===== src/hw/rtl/dual_sensor_alarm_level_hysteresis_macros.svh =====
// ----------------------------------------------------------------------------
// dual sensor alarm macros
// assertion shorthands used by dsal_level, clocked on clk, off in reset
// ----------------------------------------------------------------------------
`ifndef DUAL_SENSOR_ALARM_LEVEL_HYSTERESIS_MACROS_SVH
`define DUAL_SENSOR_ALARM_LEVEL_HYSTERESIS_MACROS_SVH

// same-cycle implication
`define DSAL_ASSERT_NOW(lbl, ante, cons, msg) \
  lbl: assert property (@(posedge clk) disable iff (!rst_n) (ante) |-> (cons)) \
    else $error(msg);

// next-cycle implication
`define DSAL_ASSERT_NEXT(lbl, ante, cons, msg) \
  lbl: assert property (@(posedge clk) disable iff (!rst_n) (ante) |=> (cons)) \
    else $error(msg);

`endif


===== src/hw/rtl/dsal_pkg.sv =====
// ----------------------------------------------------------------------------
// dsal_pkg
// types, register codes and reset values of the dual sensor alarm
// ----------------------------------------------------------------------------
package dsal_pkg;

  localparam int unsigned AqiW  = 9;
  localparam int unsigned Co2W  = 16;
  localparam int unsigned CntW  = 32;
  localparam int unsigned CfgIdxW = 3;
  localparam int unsigned CfgDataW = 16;

  localparam logic [Co2W:0] Co2CritOffset  = 17'd400;
  localparam logic [Co2W:0] Co2CritClear   = 17'd300;
  localparam logic [Co2W:0] Co2ClearMargin = 17'd100;

  localparam logic [AqiW-1:0] AqiWarnOnRst  = 9'd100;
  localparam logic [AqiW-1:0] AqiWarnOffRst = 9'd90;
  localparam logic [AqiW-1:0] AqiDangOnRst  = 9'd150;
  localparam logic [AqiW-1:0] AqiDangOffRst = 9'd130;
  localparam logic [AqiW-1:0] AqiCritOnRst  = 9'd250;
  localparam logic [AqiW-1:0] AqiCritOffRst = 9'd220;
  localparam logic [Co2W-1:0] Co2WarnRst    = 16'd1000;
  localparam logic [Co2W-1:0] Co2DangRst    = 16'd1500;

  typedef enum logic [1:0] {
    LVL_NONE     = 2'd0,
    LVL_WARNING  = 2'd1,
    LVL_DANGER   = 2'd2,
    LVL_CRITICAL = 2'd3
  } level_t;

  typedef enum logic [CfgIdxW-1:0] {
    REG_AQI_WARN_ON   = 3'd0,
    REG_AQI_WARN_OFF  = 3'd1,
    REG_AQI_DANG_ON   = 3'd2,
    REG_AQI_DANG_OFF  = 3'd3,
    REG_AQI_CRIT_ON   = 3'd4,
    REG_AQI_CRIT_OFF  = 3'd5,
    REG_CO2_WARN      = 3'd6,
    REG_CO2_DANG      = 3'd7
  } reg_idx_t;

  typedef struct packed {
    logic [AqiW-1:0] aqi_warn_on;
    logic [AqiW-1:0] aqi_warn_off;
    logic [AqiW-1:0] aqi_dang_on;
    logic [AqiW-1:0] aqi_dang_off;
    logic [AqiW-1:0] aqi_crit_on;
    logic [AqiW-1:0] aqi_crit_off;
    logic [Co2W-1:0] co2_warn;
    logic [Co2W-1:0] co2_dang;
  } thr_t;

  typedef struct packed {
    level_t     cand;
    logic [1:0] reason;
    logic       clr_warning;
    logic       clr_danger;
    logic       clr_critical;
  } grade_t;

endpackage


===== src/hw/rtl/dsal_grade.sv =====
// ----------------------------------------------------------------------------
// dsal_grade
// grades one sample pair against the thresholds and flags which held
// levels may clear
// ----------------------------------------------------------------------------
module dsal_grade import dsal_pkg::*; (
  input  thr_t            thr_i,
  input  logic [AqiW-1:0] aqi_i,
  input  logic [Co2W-1:0] ppm_i,
  output grade_t          grd_o
);

  level_t        ga;
  level_t        gc;
  logic [Co2W:0] ppm_x;
  logic [Co2W:0] warn_x;
  logic [Co2W:0] dang_x;

  assign ppm_x  = {1'b0, ppm_i};
  assign warn_x = {1'b0, thr_i.co2_warn};
  assign dang_x = {1'b0, thr_i.co2_dang};

  always_comb begin
    if (aqi_i >= thr_i.aqi_crit_on) begin
      ga = LVL_CRITICAL;
    end else if (aqi_i >= thr_i.aqi_dang_on) begin
      ga = LVL_DANGER;
    end else if (aqi_i >= thr_i.aqi_warn_on) begin
      ga = LVL_WARNING;
    end else begin
      ga = LVL_NONE;
    end

    if (ppm_x >= dang_x + Co2CritOffset) begin
      gc = LVL_CRITICAL;
    end else if (ppm_x >= dang_x) begin
      gc = LVL_DANGER;
    end else if (ppm_x >= warn_x) begin
      gc = LVL_WARNING;
    end else begin
      gc = LVL_NONE;
    end
  end

  always_comb begin
    grd_o.cand         = (ga > gc) ? ga : gc;
    grd_o.reason       = {gc != LVL_NONE, ga != LVL_NONE};
    // "below x minus 100" kept positive as "plus 100 below x"
    grd_o.clr_warning  = (aqi_i < thr_i.aqi_warn_off) &&
                         (ppm_x + Co2ClearMargin < warn_x);
    grd_o.clr_danger   = (aqi_i < thr_i.aqi_dang_off) &&
                         (ppm_x + Co2ClearMargin < dang_x);
    grd_o.clr_critical = (aqi_i < thr_i.aqi_crit_off) &&
                         (ppm_x < dang_x + Co2CritClear);
  end

endmodule


===== src/hw/rtl/dsal_level.sv =====
// ----------------------------------------------------------------------------
// dsal_level
// held alarm level with hysteresis, activation counter and result register
// ----------------------------------------------------------------------------
`include "dual_sensor_alarm_level_hysteresis_macros.svh"

module dsal_level import dsal_pkg::*; (
  input  logic            clk,
  input  logic            rst_n,
  input  logic            load_i,
  input  grade_t          grd_i,
  output logic [1:0]      level_o,
  output logic [1:0]      reason_o,
  output logic            on_o,
  output logic [CntW-1:0] count_o
);

  level_t          held_r;
  level_t          held_nxt;
  logic [CntW-1:0] act_r;
  logic [CntW-1:0] act_nxt;
  logic [1:0]      reason_r;
  logic            may_clr;

  always_comb begin
    case (held_r)
      LVL_CRITICAL: may_clr = grd_i.clr_critical;
      LVL_DANGER:   may_clr = grd_i.clr_danger;
      LVL_WARNING:  may_clr = grd_i.clr_warning;
      default:      may_clr = 1'b1;
    endcase
  end

  always_comb begin
    held_nxt = held_r;
    if (grd_i.cand > held_r) begin
      held_nxt = grd_i.cand;
    end else if ((grd_i.cand < held_r) && may_clr) begin
      held_nxt = grd_i.cand;
    end
    act_nxt = act_r;
    if ((held_r == LVL_NONE) && (held_nxt != LVL_NONE)) begin
      act_nxt = act_r + 32'd1;
    end
  end

  always_ff @(posedge clk) begin
    if (!rst_n) begin
      held_r <= LVL_NONE;
      act_r  <= '0;
    end else if (load_i) begin
      held_r <= held_nxt;
      act_r  <= act_nxt;
    end
  end

  always_ff @(posedge clk) begin
    if (load_i) begin
      reason_r <= grd_i.reason;
    end
  end

  assign level_o  = held_r;
  assign reason_o = reason_r;
  assign on_o     = (held_r != LVL_NONE);
  assign count_o  = act_r;

  `DSAL_ASSERT_NEXT(a_escalate, load_i && (grd_i.cand > held_r),
    held_r == $past(grd_i.cand), "higher candidate not taken at once")
  `DSAL_ASSERT_NEXT(a_count_rise, load_i && (held_r == LVL_NONE) && (grd_i.cand != LVL_NONE),
    act_r == $past(act_r) + 32'd1, "activation not counted")
  `DSAL_ASSERT_NEXT(a_count_hold, load_i && (held_r != LVL_NONE),
    act_r == $past(act_r), "count moved while alarm already on")
  `DSAL_ASSERT_NEXT(a_idle_hold, !load_i,
    $stable(held_r) && $stable(act_r), "state changed without an item")

endmodule


===== src/hw/rtl/dual_sensor_alarm_level_hysteresis.sv =====
// path: input register, then result register, from input accept to result valid
// throughput: one sample pair per cycle when not stalled, one level update per item
// reset: synchronous active low; clears the held level, the activation count
// and both valid flags, and loads the threshold registers with their defaults
// ----------------------------------------------------------------------------
// dual_sensor_alarm_level_hysteresis
// two-sensor multi-level alarm with per-level hysteresis and activation count
// ----------------------------------------------------------------------------
module dual_sensor_alarm_level_hysteresis import dsal_pkg::*; (
  input  logic                clk,
  input  logic                rst_n,
  input  logic                cfg_we,
  input  logic [CfgIdxW-1:0]  cfg_index,
  input  logic [CfgDataW-1:0] cfg_wdata,
  input  logic                in_valid,
  output logic                in_stall,
  input  logic [AqiW-1:0]     in_air_index,
  input  logic [Co2W-1:0]     in_co2_ppm,
  output logic                out_valid,
  input  logic                out_stall,
  output logic [1:0]          out_alarm_level,
  output logic [1:0]          out_alarm_reason,
  output logic                out_alarm_on,
  output logic [CntW-1:0]     out_activation_count
);

  thr_t            thr_r;
  logic            s1_valid_r;
  logic [AqiW-1:0] s1_aqi_r;
  logic [Co2W-1:0] s1_ppm_r;
  logic            out_valid_r;
  logic            s1_adv;
  logic            s1_load;
  grade_t          grd;

  // threshold registers
  always_ff @(posedge clk) begin
    if (!rst_n) begin
      thr_r.aqi_warn_on  <= AqiWarnOnRst;
      thr_r.aqi_warn_off <= AqiWarnOffRst;
      thr_r.aqi_dang_on  <= AqiDangOnRst;
      thr_r.aqi_dang_off <= AqiDangOffRst;
      thr_r.aqi_crit_on  <= AqiCritOnRst;
      thr_r.aqi_crit_off <= AqiCritOffRst;
      thr_r.co2_warn     <= Co2WarnRst;
      thr_r.co2_dang     <= Co2DangRst;
    end else if (cfg_we) begin
      case (reg_idx_t'(cfg_index))
        REG_AQI_WARN_ON:  thr_r.aqi_warn_on  <= cfg_wdata[AqiW-1:0];
        REG_AQI_WARN_OFF: thr_r.aqi_warn_off <= cfg_wdata[AqiW-1:0];
        REG_AQI_DANG_ON:  thr_r.aqi_dang_on  <= cfg_wdata[AqiW-1:0];
        REG_AQI_DANG_OFF: thr_r.aqi_dang_off <= cfg_wdata[AqiW-1:0];
        REG_AQI_CRIT_ON:  thr_r.aqi_crit_on  <= cfg_wdata[AqiW-1:0];
        REG_AQI_CRIT_OFF: thr_r.aqi_crit_off <= cfg_wdata[AqiW-1:0];
        REG_CO2_WARN:     thr_r.co2_warn     <= cfg_wdata[Co2W-1:0];
        REG_CO2_DANG:     thr_r.co2_dang     <= cfg_wdata[Co2W-1:0];
        default:          thr_r <= thr_r;
      endcase
    end
  end

  // handshake
  assign s1_adv   = s1_valid_r && (!out_valid_r || !out_stall);
  assign in_stall = s1_valid_r && !s1_adv;
  assign s1_load  = in_valid && !in_stall;

  always_ff @(posedge clk) begin
    if (!rst_n) begin
      s1_valid_r  <= 1'b0;
      out_valid_r <= 1'b0;
    end else begin
      if (s1_load) begin
        s1_valid_r <= 1'b1;
      end else if (s1_adv) begin
        s1_valid_r <= 1'b0;
      end
      if (s1_adv) begin
        out_valid_r <= 1'b1;
      end else if (!out_stall) begin
        out_valid_r <= 1'b0;
      end
    end
  end

  always_ff @(posedge clk) begin
    if (s1_load) begin
      s1_aqi_r <= in_air_index;
      s1_ppm_r <= in_co2_ppm;
    end
  end

  dsal_grade u_grade (
    .thr_i (thr_r),
    .aqi_i (s1_aqi_r),
    .ppm_i (s1_ppm_r),
    .grd_o (grd)
  );

  dsal_level u_level (
    .clk      (clk),
    .rst_n    (rst_n),
    .load_i   (s1_adv),
    .grd_i    (grd),
    .level_o  (out_alarm_level),
    .reason_o (out_alarm_reason),
    .on_o     (out_alarm_on),
    .count_o  (out_activation_count)
  );

  assign out_valid = out_valid_r;

endmodule

===== config.mk =====
export PLATFORM = sky130hd
export DESIGN_NAME = dual_sensor_alarm_level_hysteresis
export DESIGN_NICKNAME = d
export VERILOG_FILES = /design/src/hw/rtl/dsal_pkg.sv /design/src/hw/rtl/dsal_grade.sv /design/src/hw/rtl/dsal_level.sv /design/src/hw/rtl/dual_sensor_alarm_level_hysteresis.sv
export VERILOG_INCLUDE_DIRS = /design/src /design/src/hw/rtl
export SDC_FILE = /design/constraint.sdc
export NUM_CORES = 1
export LEC_CHECK = 0
export ABC_AREA = 1
export BUFFER_PORTS_ARGS = -buffer_cell sky130_fd_sc_hd__buf_2
export CORE_MARGIN = 2
export CORE_UTILIZATION = 60
export CTS_CLUSTER_DIAMETER = 30
export CTS_CLUSTER_SIZE = 14
export DETAILED_ROUTE_END_ITERATION = 8
export HOLD_SLACK_MARGIN = 0.03
export PLACE_DENSITY = 0.8
export SKIP_LAST_GASP = 1
export SYNTH_ARGS = -nofsm -noshare
export SYNTH_HDL_FRONTEND = slang
export SYNTH_SLANG_ARGS = --single-unit

===== constraint.sdc =====
create_clock -name clk -period 5.2 [get_ports clk]
set_clock_uncertainty 0.2 [all_clocks]
set_input_delay 0.26 -clock clk [delete_from_list [all_inputs] [get_ports clk]]
set_output_delay 0.26 -clock clk [all_outputs]
set_load 0.01 [all_outputs]

=== Word-level counts from Yosys, hierarchy flattened ===
Index checks and enable logic that the tools add are counted.
Widths: inputs -> output; s select.

* Add/subtract/negate cells: 4
* Order comparisons: 15
* Eq/ne operators: 11
* Multiplexer cells: 14
* Reduce and logical (&&, ||, !) cells: 29

{| class="wikitable"
|+ Operator list
! operator !! number
|-
| $add 16x9->17 const B || 2
|-
| $lt 17x16->1 || 2
|-
| $add 32x1->32 const B || 1
|-
| $ge 16x16->1 || 2
|-
| $ge 9x9->1 || 3
|-
| $lt 9x9->1 || 3
|-
| $reduce_and 2->1 || 9
|-
| $add 16x7->17 const B || 1
|-
| $ge 16x17->1 || 1
|-
| $lt 16x17->1 || 1
|-
| $mux 2 || 7
|-
| $eq 3x3->1 const B || 4
|-
| $reduce_bool 2->1 || 5
|-
| $logic_and 1x1->1 || 8
|-
| $eq 3x2->1 const B || 2
|-
| $mux 1 || 6
|-
| $eq 2x2->1 const B || 2
|-
| $gt 2x2->1 || 2
|-
| $logic_not 1->1 || 4
|-
| $eq 3x1->1 const B || 1
|-
| $logic_not 3->1 || 1
|-
| $pmux 1 s3 || 1
|-
| $eq 2x1->1 const B || 1
|-
| $logic_not 2->1 || 1
|-
| 3 further kinds || 3
|}

* Register bits after elaboration: 149
* Input bits: 49
* Output and inout port bits: 39
* Word-level logic and storage cells: 88

=== Longest topological paths before layout ===
* Depth in word-level cells: 13
* Gate-level depth with buffers: 34
* Depth with buffers taken out: 33

=== By module ===
From an unflattened synthesis, not the netlist that was laid out.

* Cells, all modules: 1529
* Area total of the unflattened synthesis: 10752.8 sq um

{| class="wikitable"
|+ By module, submodules not included
! module !! times used !! cells each !! area each (sq um) !! seq. area each (sq um)
|-
| dsal_grade || 1 || 653 || 4237.8 || 0.0
|-
| dual_sensor_alarm_level_hysteresis || 1 || 500 || 4167.7 || 2512.4
|-
| dsal_level || 1 || 376 || 2347.3 || 740.7
|}

=== Worst setup path before layout ===
No wires, ideal clock.

* Kind: register to register
* Start: reg thr_r[4] (netlist name)
* End: reg u_level.act_r[19], in the netlist u_level.count_o[19]
* Library setup time: 0.143 ns
* Arrival time: 4.044 ns
* Required time: 4.857 ns
* Slack: 0.813 ns
* Stages on the path, launching flop included: 34
* Buffers on the path: 1
* Period minus slack after synthesis: 4.387 ns
* Path through: dfxtp_1 -> ha_1 -> nand2_1 -> nand2_2 -> nand2_1 -> nor3_1 -> xor2_1 -> ha_1 -> a21oi_1 -> nand3b_1 -> nand2_1 -> nor2_2 -> nand3_2 -> nor4_1 -> ha_1 -> inv_1 -> nand2_1 -> o21a_1 -> inv_1 -> nand3_2 -> nand2_2 -> ha_1 -> inv_1 -> a21oi_1 -> nand2_1 -> nor2_1 -> nand3_2 -> nand3_1 -> nand3_2 -> nand2_4 -> nand2_8 -> buf_12 -> nand2_2 -> a21oi_2

* Word-level cells in the longest chain between the ends: 12
* Elaborated cells between the ends (all ways): 21
* Classes of those cells: add/sub: 2; order compare: 7; mux: 6; reduce/logical: 6

{| class="wikitable"
|+ RTL lines
! item !! line !! text
|-
| from (decl) || dual_sensor_alarm_level_hysteresis.sv:27 || <nowiki>thr_t thr_r;</nowiki>
|-
| from (signal assigned) || dual_sensor_alarm_level_hysteresis.sv:57 || <nowiki>default: thr_r <= thr_r;</nowiki>
|-
| $add 16x9->17 / $ge 16x16->1 (equally long branches) || dsal_grade.sv:34, dsal_grade.sv:36 ||
|-
| $ge 16x17->1 / $mux 2 (equally long branches) || dsal_grade.sv:34, dsal_grade.sv:36 ||
|-
| $mux 2 || dsal_grade.sv:34 || <nowiki>if (ppm_x >= dang_x + Co2CritOffset) begin</nowiki>
|-
| $gt 2x2->1 || dsal_grade.sv:46 || <nowiki>grd_o.cand = (ga > gc) ? ga : gc;</nowiki>
|-
| $mux 2 || dsal_grade.sv:46 ||
|-
| $lt 2x2->1 || dsal_level.sv:38 || <nowiki>end else if ((grd_i.cand < held_r) && may_clr) begin</nowiki>
|-
| $logic_and 1x1->1 || dsal_level.sv:38 ||
|-
| $mux 2 || dsal_level.sv:38 ||
|-
| $mux 2 * || dsal_level.sv:36 || <nowiki>if (grd_i.cand > held_r) begin</nowiki>
|-
| $reduce_bool 2->1 * || dsal_level.sv:42 || <nowiki>if ((held_r == LVL_NONE) && (held_nxt != LVL_NONE)) begin</nowiki>
|-
| $logic_and 1x1->1 * || dsal_level.sv:42 ||
|-
| $reduce_and 2->1 (no source line) * || - ||
|-
| to (signal assigned) || dsal_level.sv:53 || <nowiki>act_r <= act_nxt;</nowiki>
|-
| to (decl) || dsal_level.sv:20 || <nowiki>logic [CntW-1:0] act_r;</nowiki>
|}

Mark *: on every way between the ends. The rest lies on a longest branch, timed or not.
A chain may end at the register's enable or synchronous reset.

=== Final worst setup path ===
* Start: reg thr_r[5] (netlist name)
* End: reg u_level.act_r[8], in the netlist u_level.count_o[8]

The elaborated chain is that of the path after synthesis.

==> impl_metrics.csv <==
group,metric,value,unit
route,firstDrtPassIters,5,
floorplan,io_pins,88,
floorplan,coreArea,0.0172,sq mm
synth,ys_ff_latch,149,
synth,synth.cell_area,0.0104,sq mm
floorplan,start_util,0.608,
timing,slew_headroom,0.261,
timing,worstMarginPinSlew,1.10,ns
layout,diodes,0,
synth,syn_area_per_cell,7.64,sq um
setup_path,critical_path_class,"reg2reg",
floorplan,die_height,136,microns
place,post_dp_cell_area,0.0110,sq mm
place,dp_hpwl,19800,microns
clocking,cts_buffers,17,
clocking,clkSlewWorstSetupHoldPaths,0.07,ns
setup_path,slowest_stage,"dfxtp_1",
timing,setup_violations,0,
timing,finalCritPeriodShare,0.936,
route,ant_nets,0,
layout,drive_gt1_frac,0.148,
setup_path,reg2reg_slack,0.33,ns
timing,drv_slew,0,
layout,num-fill-cells,1421,
synth,synth_nets,1562,
power_and_ir_drop,power,0.00310,W
clocking,clk_latency,0.44,ns
synth,synth_warnings,0,
route,num_vias,9690,
power_and_ir_drop,power_density,256,mW/mm^2
status,status,"finished, final reports clean",
global_routing,grt_pass1_vias,9302,
setup_path,critPathLaunchType,"flop",
setup_path,arrival,5.04,ns
floorplan,chipWidth,136,microns
setup_path,r2r_cells,32,
layout,design_area,0.0121,sq mm
setup_path,critPathMostFrequentCell,"nand2_1",
global_routing,grt_overflow,0,
layout,finish.net_count,1688,
run,drv_cap,0,
synth,syn_inst,1366,
synth,synth_top_cell_by_area,"dfxtp_1",
synth,synth_seq_area_share,0.312,
global_routing,grt_max_degree,81,
timing,hold_ws,0.0426,ns
clocking,cts_sinks,149,
route,drt_wl_total,27500,microns
power_and_ir_drop,cellLeakagePower,5.56,nW
timing,fmax,0.205,GHz
clocking,htree_levels,4,
clocking,cts_tree,"yes",
hold_path,min_path_type,"in2reg",
power_and_ir_drop,ir_drop,0.241,mV
global_routing,gr-usage-all-layers,0.302,
setup_path,slowest_delay,0.40,ns
place,place_ws,0.0801,ns
global_routing,grt_antenna_before_repair,0,
floorplan,dieArea,0.0185,sq mm
synth,synth_area_leaders,"dfxtp_1, ha_1, nand2_1",
timing,finalCriticalPeriod,4.87,ns
timing,fin_ws,0.332,ns
place,port_buffers,87,
timing,final-hold-violation-count,0,
place,gp_congestion,0.942,
setup_path,cp.required,5.37,ns
clocking,root_buffer,"clkbuf_16",
hold_path,holdPathStages,3,
setup_path,end_kind,"flop",
setup_path,path_max_fanout,17,
global_routing,grt_pass1_wl,44300,microns
route,routed_via_density,5.60,
layout,utilization,0.705,
layout,area_delta_synth_final,16.0,%
route,drcViolationCount,0,
floorplan,fp-row-count,48,
route,first_iter_violations,771,
clocking,clock_path_buffers,2,
synth,ys_types,38,
synth,synth_top_area_share,0.234,
route,wl_per_cell,15.9,microns
## Yosys cell counts, drive strengths merged
library cell  count
inv             192
o21a              5
clkbuf           25
nand2           279
ha              147
a21oi           143
o21ai            73
clkinv            2
nand4            16
nor4             13
xor2             51
nor3             30
xnor2            10
o2111ai           3
o211ai           31
a21o              2
nor4b             1
buf               6
and2              1
edfxtp           27
o31a              1
a31oi             2
nand3b            5
dfxtp           122
nor2            105
a211oi            3
nand3            69
and3              2
## flip-flops by register name, indices dropped and copies added, names as in the netlist
signal            flops
out_valid             1
u_level.level_o       2
u_level.count_o      32
u_level.reason_o      2
s1_valid_r            1
s1_ppm_r             16
thr_r                86
s1_aqi_r              9
## cells in the final DEF, fill, tap and decap left out, types with 4 or more instances in the layout
cell type / count
a21oi_2: 30
nand2_2: 33
o211ai_1: 31
buf_2: 87
clkbuf_16: 18
nand3_1: 62
buf_4: 9
nand3b_1: 5
inv_2: 13
nand3_2: 7
edfxtp_1: 27
nor3_1: 30
dfxtp_1: 121
o21ai_1: 5
o21ai_0: 68
o21a_1: 5
ha_1: 147
nor2_2: 4
xor2_1: 51
nor2_1: 99
nor4_1: 12
xnor2_1: 10
nand2_1: 244
dlygate4sd3_1: 40
nand4_1: 16
a21oi_1: 113
inv_8: 5
inv_1: 179
## report_power, final
group          internal, W  switching, W
sequential         0.00122     0.0000423
clock             0.000711      0.000564
combinational     0.000213      0.000356
## layout make-up
class	count	area, sq um	area share
repair buffers	137	915	0.0755
well taps	225	282	0.0232
multi-input cells	993	6320	0.522
inverters	194	728	0.0601
clock buffers	18	450	0.0372
clock inverters	14	158	0.0130
flip-flops and latches	149	3250	0.269
## stage by stage
stage	setup TNS, ns	instances
2_1_floorplan	0	1366
3_3_place_gp	0	1654
6_report	0	1730
4_1_cts	0	1726
5_1_grt	-0.00416	1730
3_5_place_dp	0	1654
## metal layers
metal	routed length [microns]	global-route usage	vias to the layer above
met3	1380	0.0574	78
met2	13400	0.527	277
li1	-	-	4825
met4	797	0.112	0
met5	0	0	-
met1	11900	0.371	4510
## cells by family after synthesis
kind of cell    Yosys count  synth area share
compound gates          263             0.148
simple gates            521             0.226
flops                   149             0.312
xor+xnor                 61            0.0512
fa+ha+maj               147             0.176
buf+inv                 225            0.0867
## worst max-delay path: cells and delay by family, from the launching register on
family,cells,cell delay (ns)
AOI/OAI and AO/OA,4,0.52
buffers and inverters,4,0.37
xor gates and xnor gates,1,0.17
and+or+nand+nor,19,2.20
DFF,1,0.40
adders and majority gates,4,0.92
## final timing paths
check,startpoint,endpoint
max,thr_r[5],u_level.count_o[8]
min,cfg_wdata[8],thr_r[24]
max reg2reg,thr_r[5],u_level.count_o[8]
min reg2reg,thr_r[68],thr_r[68]
## timing repair
item,CTS,global route
hold endpoints to repair,62,0
hold buffers,40,0
gates resized for setup,0,6
endpoints found under the setup margin,0,32
setup buffers,0,3
(Power assumes the default switching activity.)
